File: src/sv/trf_pkg.sv
// shared types and constants for the thermocouple reading filter
package trf_pkg;

   localparam int RAW_W    = 16;
   localparam int TEMP_W   = 13;
   localparam int SIZE_W   = 4;
   localparam int COUNT_W  = 4;
   localparam int INDEX_W  = 3;
   localparam int SUM_W    = 16;
   localparam int OUT_T_W  = 15;
   localparam int FAULT_W  = 2;
   localparam int DIVD_W   = SUM_W + 2;
   localparam int STEP_W   = $clog2(DIVD_W);
   localparam int RSP_W    = 24;
   localparam int CSR_IDX_W = 1;
   localparam int CSR_DAT_W = 13;

   localparam logic [SIZE_W-1:0] SIZE_RESET  = 4'd3;
   localparam logic [SIZE_W-1:0] SIZE_MAX    = 4'd8;
   localparam logic [TEMP_W-1:0] LIMIT_RESET = 13'd5400;

   // register indexes
   localparam logic [CSR_IDX_W-1:0] CSR_SAMPLES = 1'd0;
   localparam logic [CSR_IDX_W-1:0] CSR_LIMIT   = 1'd1;

   // fault codes
   localparam logic [FAULT_W-1:0] FAULT_OPEN  = 2'd0;
   localparam logic [FAULT_W-1:0] FAULT_GND   = 2'd1;
   localparam logic [FAULT_W-1:0] FAULT_VCC   = 2'd2;
   localparam logic [FAULT_W-1:0] FAULT_RANGE = 2'd3;

   typedef enum logic [1:0] {
      ST_ACCEPT,
      ST_DIVIDE,
      ST_LOAD
   } trf_state_type;

   typedef struct packed {
      logic accept;
      logic start_div;
      logic div_step;
      logic load_out;
   } trf_cmd_type;

   typedef struct packed {
      logic group_end;
      logic div_last;
      logic out_free;
   } trf_status_type;

endpackage

File: src/sv/trf_ctrl.sv
// controller: sequences sample intake, the divide at group end and the result load
module trf_ctrl (
   input  logic                    clock,
   input  logic                    reset,
   input  logic                    req_tvalid,
   output logic                    req_tready,
   input  trf_pkg::trf_status_type status,
   output trf_pkg::trf_cmd_type    cmd
);

   trf_pkg::trf_state_type state_ff, state_in;

   always_ff @(posedge clock) begin
      if (reset) begin
         state_ff <= trf_pkg::ST_ACCEPT;
      end else begin
         state_ff <= state_in;
      end
   end

   always_comb begin
      state_in   = state_ff;
      cmd        = '0;
      req_tready = 1'b0;
      unique case (state_ff)
         trf_pkg::ST_ACCEPT: begin
            req_tready = 1'b1;
            if (req_tvalid) begin
               cmd.accept = 1'b1;
               if (status.group_end) begin
                  cmd.start_div = 1'b1;
                  state_in      = trf_pkg::ST_DIVIDE;
               end
            end
         end
         trf_pkg::ST_DIVIDE: begin
            cmd.div_step = 1'b1;
            if (status.div_last) begin
               state_in = trf_pkg::ST_LOAD;
            end
         end
         trf_pkg::ST_LOAD: begin
            if (status.out_free) begin
               cmd.load_out = 1'b1;
               state_in     = trf_pkg::ST_ACCEPT;
            end
         end
         default: begin
            state_in = trf_pkg::ST_ACCEPT;
         end
      endcase
   end

endmodule

File: src/sv/trf_datapath.sv
// datapath: config registers, group accumulators, serial divider and result register
module trf_datapath (
   input  logic                                clock,
   input  logic                                reset,
   input  logic                                csr_valid,
   input  logic [trf_pkg::CSR_IDX_W-1:0]       csr_index,
   input  logic [trf_pkg::CSR_DAT_W-1:0]       csr_data,
   input  logic [trf_pkg::RAW_W-1:0]           req_tdata,
   output logic                                rsp_tvalid,
   input  logic                                rsp_tready,
   output logic [trf_pkg::RSP_W-1:0]           rsp_tdata,
   input  trf_pkg::trf_cmd_type                cmd,
   output trf_pkg::trf_status_type             status
);

   logic [trf_pkg::SIZE_W-1:0]  samples_ff;
   logic [trf_pkg::TEMP_W-1:0]  limit_ff;

   logic [trf_pkg::INDEX_W-1:0] index_ff, index_in;
   logic [trf_pkg::COUNT_W-1:0] count_ff, count_in;
   logic [trf_pkg::SUM_W-1:0]   sum_ff, sum_in;
   logic [trf_pkg::FAULT_W-1:0] fault_ff, fault_in;

   logic [trf_pkg::DIVD_W-1:0]  dq_ff, dq_in;
   logic [trf_pkg::COUNT_W-1:0] rem_ff, rem_in;
   logic [trf_pkg::COUNT_W-1:0] div_count_ff;
   logic [trf_pkg::FAULT_W-1:0] div_fault_ff;
   logic [trf_pkg::STEP_W-1:0]  step_ff;

   logic                        out_valid_ff;
   logic                        out_good_ff;
   logic [trf_pkg::OUT_T_W-1:0] out_temp_ff;
   logic [trf_pkg::FAULT_W-1:0] out_fault_ff;
   logic [trf_pkg::COUNT_W-1:0] out_count_ff;

   logic [trf_pkg::TEMP_W-1:0]  quarters;
   logic [trf_pkg::SIZE_W-1:0]  group_size;
   logic [trf_pkg::SIZE_W-1:0]  taken;
   logic [trf_pkg::COUNT_W:0]   trial;
   logic                        qbit;
   logic                        count_zero;

   // configuration
   always_ff @(posedge clock) begin
      if (reset) begin
         samples_ff <= trf_pkg::SIZE_RESET;
         limit_ff   <= trf_pkg::LIMIT_RESET;
      end else if (csr_valid) begin
         unique case (csr_index)
            trf_pkg::CSR_SAMPLES: samples_ff <= csr_data[trf_pkg::SIZE_W-1:0];
            trf_pkg::CSR_LIMIT:   limit_ff   <= csr_data;
            default: ;
         endcase
      end
   end

   // sample classification, fault flags checked open, ground, supply in turn, then the upper limit
   always_comb begin
      quarters = req_tdata[trf_pkg::RAW_W-1:3];
      sum_in   = sum_ff;
      count_in = count_ff;
      fault_in = fault_ff;
      if (req_tdata[2]) begin
         fault_in = trf_pkg::FAULT_OPEN;
      end else if (req_tdata[1]) begin
         fault_in = trf_pkg::FAULT_GND;
      end else if (req_tdata[0]) begin
         fault_in = trf_pkg::FAULT_VCC;
      end else if (quarters > limit_ff) begin
         fault_in = trf_pkg::FAULT_RANGE;
      end else begin
         sum_in   = sum_ff + trf_pkg::SUM_W'(quarters);
         count_in = count_ff + 1'b1;
      end
   end

   always_comb begin
      if (samples_ff == '0) begin
         group_size = trf_pkg::SIZE_W'(1);
      end else if (samples_ff > trf_pkg::SIZE_MAX) begin
         group_size = trf_pkg::SIZE_MAX;
      end else begin
         group_size = samples_ff;
      end
      taken    = trf_pkg::SIZE_W'(index_ff) + 1'b1;
      index_in = taken[trf_pkg::INDEX_W-1:0];
   end

   always_ff @(posedge clock) begin
      if (reset) begin
         index_ff <= '0;
         count_ff <= '0;
         sum_ff   <= '0;
         fault_ff <= trf_pkg::FAULT_OPEN;
      end else if (cmd.accept) begin
         if (cmd.start_div) begin
            index_ff <= '0;
            count_ff <= '0;
            sum_ff   <= '0;
            fault_ff <= trf_pkg::FAULT_OPEN;
         end else begin
            index_ff <= index_in;
            count_ff <= count_in;
            sum_ff   <= sum_in;
            fault_ff <= fault_in;
         end
      end
   end

   // restoring divide of 4*sum by the valid count, one quotient bit per cycle
   always_comb begin
      trial = {rem_ff, dq_ff[trf_pkg::DIVD_W-1]};
      qbit  = (trial >= {1'b0, div_count_ff});
      if (qbit) begin
         rem_in = trf_pkg::COUNT_W'(trial - {1'b0, div_count_ff});
      end else begin
         rem_in = trial[trf_pkg::COUNT_W-1:0];
      end
      dq_in = {dq_ff[trf_pkg::DIVD_W-2:0], qbit};
   end

   always_ff @(posedge clock) begin
      if (cmd.start_div) begin
         dq_ff        <= {sum_in, 2'b00};
         rem_ff       <= '0;
         div_count_ff <= count_in;
         div_fault_ff <= fault_in;
      end else if (cmd.div_step) begin
         dq_ff  <= dq_in;
         rem_ff <= rem_in;
      end
   end

   always_ff @(posedge clock) begin
      if (reset) begin
         step_ff <= '0;
      end else if (cmd.start_div) begin
         step_ff <= '0;
      end else if (cmd.div_step) begin
         step_ff <= step_ff + 1'b1;
      end
   end

   // result register
   assign count_zero = (div_count_ff == '0);

   always_ff @(posedge clock) begin
      if (reset) begin
         out_valid_ff <= 1'b0;
      end else if (cmd.load_out) begin
         out_valid_ff <= 1'b1;
      end else if (rsp_tready) begin
         out_valid_ff <= 1'b0;
      end
   end

   always_ff @(posedge clock) begin
      if (cmd.load_out) begin
         out_good_ff  <= !count_zero;
         out_temp_ff  <= count_zero ? '0 : dq_ff[trf_pkg::OUT_T_W-1:0];
         out_fault_ff <= count_zero ? div_fault_ff : trf_pkg::FAULT_OPEN;
         out_count_ff <= div_count_ff;
      end
   end

   assign rsp_tvalid = out_valid_ff;
   assign rsp_tdata  = {2'b00, out_count_ff, out_fault_ff, out_temp_ff, out_good_ff};

   always_comb begin
      status.group_end = (taken >= group_size);
      status.div_last  = (step_ff == trf_pkg::STEP_W'(trf_pkg::DIVD_W - 1));
      status.out_free  = !out_valid_ff || rsp_tready;
   end

endmodule

File: src/sv/thermocouple_reading_filter.sv
// Thermocouple reading filter: checks each raw converter word for open-circuit, ground-short,
// supply-short and out-of-range faults, sums the good samples of a group and returns one
// beat per group carrying the average in 1/16 degree (or the last fault when no sample was
// good). A sample that does not close a group is taken without leaving the accept state. The
// sample that closes a group starts a restoring divide (one quotient bit per cycle, divisor
// is the good-sample count) followed by a load of the result register, which waits while the
// previous result beat is still not accepted; no new sample is taken until that load is done.
// Registers: index 0 samples per group (1..8, 0 acts as 1, above 8 as 8), index 1 upper
// limit in quarter degrees.
module thermocouple_reading_filter (
   input  logic                              clock,
   input  logic                              reset,
   // configuration write channel
   input  logic                              csr_valid,
   output logic                              csr_ready,
   input  logic [trf_pkg::CSR_IDX_W-1:0]     csr_index,
   input  logic [trf_pkg::CSR_DAT_W-1:0]     csr_data,
   // sample stream
   input  logic                              req_tvalid,
   output logic                              req_tready,
   input  logic [trf_pkg::RAW_W-1:0]         req_tdata,  // [15:0] raw_word
   // reading stream
   output logic                              rsp_tvalid,
   input  logic                              rsp_tready,
   // [0] reading_valid, [15:1] temp_sixteenths, [17:16] fault_code,
   // [21:18] valid_samples, [23:22] zero
   output logic [trf_pkg::RSP_W-1:0]         rsp_tdata
);

   trf_pkg::trf_cmd_type    cmd;
   trf_pkg::trf_status_type status;

   assign csr_ready = 1'b1;

   trf_ctrl u_ctrl (
      .clock      (clock),
      .reset      (reset),
      .req_tvalid (req_tvalid),
      .req_tready (req_tready),
      .status     (status),
      .cmd        (cmd)
   );

   trf_datapath u_datapath (
      .clock      (clock),
      .reset      (reset),
      .csr_valid  (csr_valid),
      .csr_index  (csr_index),
      .csr_data   (csr_data),
      .req_tdata  (req_tdata),
      .rsp_tvalid (rsp_tvalid),
      .rsp_tready (rsp_tready),
      .rsp_tdata  (rsp_tdata),
      .cmd        (cmd),
      .status     (status)
   );

endmodule
File: config.mk
export PLATFORM = sky130hd
export DESIGN_NAME = thermocouple_reading_filter
export DESIGN_NICKNAME = d
export VERILOG_FILES = /design/src/sv/trf_pkg.sv /design/src/sv/trf_ctrl.sv /design/src/sv/trf_datapath.sv /design/src/sv/thermocouple_reading_filter.sv
export SDC_FILE = /design/constraint.sdc
export NUM_CORES = 1
export LEC_CHECK = 0
export BUFFER_PORTS_ARGS = -buffer_cell sky130_fd_sc_hd__buf_4
export CORE_MARGIN = 3
export CORE_UTILIZATION = 55
export CTS_CLUSTER_DIAMETER = 120
export DETAILED_ROUTE_END_ITERATION = 6
export GPL_TIMING_DRIVEN = 1
export MAX_ROUTING_LAYER = met4
export PLACE_DENSITY = 0.76
export SYNTH_ARGS = -nofsm -noshare
export SYNTH_HDL_FRONTEND = slang
export SYNTH_SLANG_ARGS = --single-unit
File: constraint.sdc
create_clock -name clock -period 6.6 [get_ports clock]
set_clock_uncertainty 0.2 [all_clocks]
set_input_delay 0.33 -clock clock [delete_from_list [all_inputs] [get_ports clock]]
set_output_delay 0.33 -clock clock [all_outputs]
set_load 0.02 [all_outputs]
==> results.md <==
* Status: complete, no violations
* Maximum VDD drop at 119.2 uV
* PD cells at 256.5 nW/um2
* Resized cells post-CTS at 0
* Placer Congestion at about 0.87
* Compound-Gate Fraction of Synth Area at 0.1450
* Gr usage total at 0.2033
* Static Leak at 2.465 nW
* Number of DRC markers in iteration 0 at 207
* PortBufs at 58
* # rows at 35
* Final nets at a little under 700
* Clk sinks at 100
* Reg-to-Reg Start: u_datapath.index_ff[0]
* Post-Synth XOR/XNOR Area at 0.03460
* Post-Syn Area at 5315 um2
* H-tree levels at 3
* Final cell count without fillers at 746
* Total CTS buffers at 9
* Fin crit share at 0.5261
* CP Class: reg -> reg
* DRT antenna net count at 0
* CTS tree: yes
* Core area at 9328 um2
* Vias post-DR at 4,126
* RR Endpoint: u_datapath.dq_ff[17]
* Worst EP arrival at 3500 ps
* Startpoint types: flop
* Slew margin rel. at 0.1268
* Clk buf depth at 2
* First-pass GRT wire length at 17,940 um
* Peak Freq at approximately 0.29 GHz
* Yosys top cell area share at 0.2486
* Critical path endpoint category: flop
* Slew of the pin with the lowest slew margin at about 1300 ps
* Post-synth EDFFs at 44
* Fill count at 782
* Switching fraction of total power at 0.3310
* FF+latch count, synth at 100
* Layout cell share with drive strength beyond 1 at 0.1459
* Clock Pin Slew Worst Setup and Hold Paths at 100 ps
* Multiplexer area fraction after synthesis at 0.03390
* Vias per Instance at approximately 5.5
* Synthesized area per cell at 9.577 um2
* Largest family of logic cells by synthesized area: simple AND/OR/NAND/NOR gates
* Syn Inst Count at 555
* TritonRoute pass-1 iters at 4
* Clk Tree Root Cell: clkbuf_8
* Minimum hold slack at 18.84 ps
* Die area at 10,880 um2
* Crit path to: u_datapath.dq_ff[17]
* Fin crit period at around 3500 ps
* Max-cap violations at 0
* Die Span Y at 104.3 um
* P_int at around 1.0 mW
* Number of antenna violations at the first check in global routing at 0
* RSZ-0062 raised after global routing: no
* Comb power frac at 0.253
* Area Growth Syn to Fin at 15.00%
* Clk pwr share at 0.240
* Distinct cells, synth at 55
* Yosys top cell by area: edfxtp_1
* Post-DP HPWL at 7831 um
* Placed insts at 720
* Pins Over Slew Limit at 0
* DR WL/cell at around 14 um
* Initial core utilization at 0.5698
* Worst hold path type: in -> reg
* Sequential power share at 0.508
* Launch point of the worst path: u_datapath.index_ff[0]
* Psw at 518.9 uW
* R2R depth at 9
* # DRC at 0
* Routed wire length at about 11,000 um
* Synth Area in Simple Gates at 0.1879
* Area share of fa/ha/maj cells after synthesis at 0.09699
* Worst-path fanout max at 21
* Fin. Hold Viols at 0
* Yosys warnings at 0
* Fraction of registers with async set/reset at 0
* Clk_lat worst skew at approximately 360 ps
* Vias in the first global route at 3,928
* Most used DFF post-synth: dfxtp_1
* Die width at between 100 and 150 um
* Largest net degree at the start of global routing at between 50 and 60
* Setup_tns at 0 ps
* Setup-failing EPs final at 0
* Register area share after synthesis at 0.4595
* R2R Setup Slk at 3130 ps
* Req. time, crit path at 6630 ps
* Grt total ovfl at 0
* ANT cells at 0
* Top cells by area, synth: edfxtp_1, dfxtp_1, ha_1
* Top Ports at 62
[cell usage in the layout (no fill, tap or decap), drive strengths merged, types with 7 or more instances in the layout]
master,synthesis,routed
nor2b,19,19
mux2i,18,18
nand3,16,16
or3,8,8
nor2,32,32
o21ai,31,31
nand4,9,9
edfxtp,44,44
dfxtp,56,56
a22oi,10,10
clkbuf,19,10
dlygate4sd3,0,10
ha,38,38
xnor2,11,11
buf,6,60
a21oi,38,38
nand2b,7,7
inv,28,31
nand2,73,73
nor3,13,13
xor2,10,10
[synthesized netlist by cell type (all sizes together), types with 2 or more instances]
cell type and count:
a211o 3, a211oi 2, a21boi 3, a21o 6
a21oi 38, a22oi 10, a31oi 6, a32oi 5
and2 6, buf 6, clkbuf 19, conb 2
dfxtp 56, edfxtp 44, fa 2, ha 38
inv 28, mux2i 18, nand2 73, nand2b 7
nand3 16, nand3b 6, nand4 9, nor2 32
nor2b 19, nor3 13, nor4 3, o211ai 2
o21a 2, o21ai 31, o21bai 4, o31ai 3
o41a 2, or2 2, or3 8, or4 3
xnor2 11, xor2 10
[cells by family after synthesis]
family | Yosys count
simple gates | 201
compound gates | 120
flops | 100
buf+inv | 53
fa+ha+maj | 40
xor+xnor | 21
mux | 18
other cells | 2
[sequential cells by signal, summed over array words and instances, names as in the netlist, 3 cells and up]
register                 flops
u_datapath.dq_ff            18
u_datapath.index_ff          3
u_datapath.rem_ff            4
u_datapath.samples_ff        4
u_datapath.limit_ff         13
u_datapath.sum_ff           16
u_datapath.step_ff           5
u_datapath.count_ff          4
u_datapath.out_count_ff      4
u_datapath.div_count_ff      4
u_datapath.out_temp_ff      15
[worst min path at each step]
stage / from / endpoint / slack [ps] / cells past startpoint
after floorplan: reset / u_datapath.step_ff[1] / 220 / 1
after global placement: u_datapath.limit_ff[2] / u_datapath.limit_ff[2] / 240 / 2
after detailed placement: u_datapath.limit_ff[6] / u_datapath.limit_ff[6] / 250 / 2
after CTS: csr_data[7] / u_datapath.limit_ff[7] / 3 / 3
after global routing: csr_data[7] / u_datapath.limit_ff[7] / 10 / 3
final: csr_data[7] / u_datapath.limit_ff[7] / 20 / 3
[worst max-delay path, cell delays in order (launching register included)]
cell and delay [ps]:
dfxtp_1 420, ha_1 270, ha_1 280, a21boi_0 160, o21ai_0 140, a21oi_1 440, nand2_1 520, inv_1 610
a32oi_1 190, nand3_1 110
[timing repair]
action / CTS / global route
hold buffers: 10 / 0
hold endpoints to repair: 11 / 0
setup buffers: 0 / 0
[routing by layer]
| layer | share of wire | global-route usage | up-vias |
|---|---|---|---|
| li1 | - | - | 2090 |
| met1 | 0.46 | 0.2656 | 1913 |
| met2 | 0.47 | 0.3289 | 109 |
| met3 | 0.052 | 0.03228 | 14 |
| met4 | 0.014 | 0.05793 | 0 |
| met5 | 0 | - | - |
[power groups by stage]
stage	Combinational [mW]	Sequential (mW)	Clock, mW
floorplan	0.298	0.791	0
global placement	0.375	0.805	0
detailed placement	0.389	0.808	0
CTS	0.397	0.794	0.383
global route	0.452	0.806	0.404
finish	0.396	0.796	0.376
[through the flow]
stage / setup slack (ps) / instance area (um2) / utilization / power (mW)
final: 3128 / 6112 / 0.6553 / 1.568
after floorplan: 3738 / 5319 / - / 1.089
after global placement: 3291 / 5828 / 0.6248 / 1.180
after CTS: 3103 / 6112 / 0.6553 / 1.574
after detailed placement: 3184 / 5828 / 0.6248 / 1.198
after global routing: 2772 / 6112 / 0.6553 / 1.661
[area by class of cell]
class / count / area, um2 / share of cell area
clock buffers: 10 / 137.6 / 0.02252
clock inverters: 6 / 46.29 / 0.007574
well taps: 129 / 161.4 / 0.02641
flip-flops and latches: 100 / 2442 / 0.3996
repair buffers: 70 / 550.5 / 0.09007
multi-input cells: 403 / 2669 / 0.4366
inverters: 28 / 105.1 / 0.01720
Power figures use the tool's default switching activity.
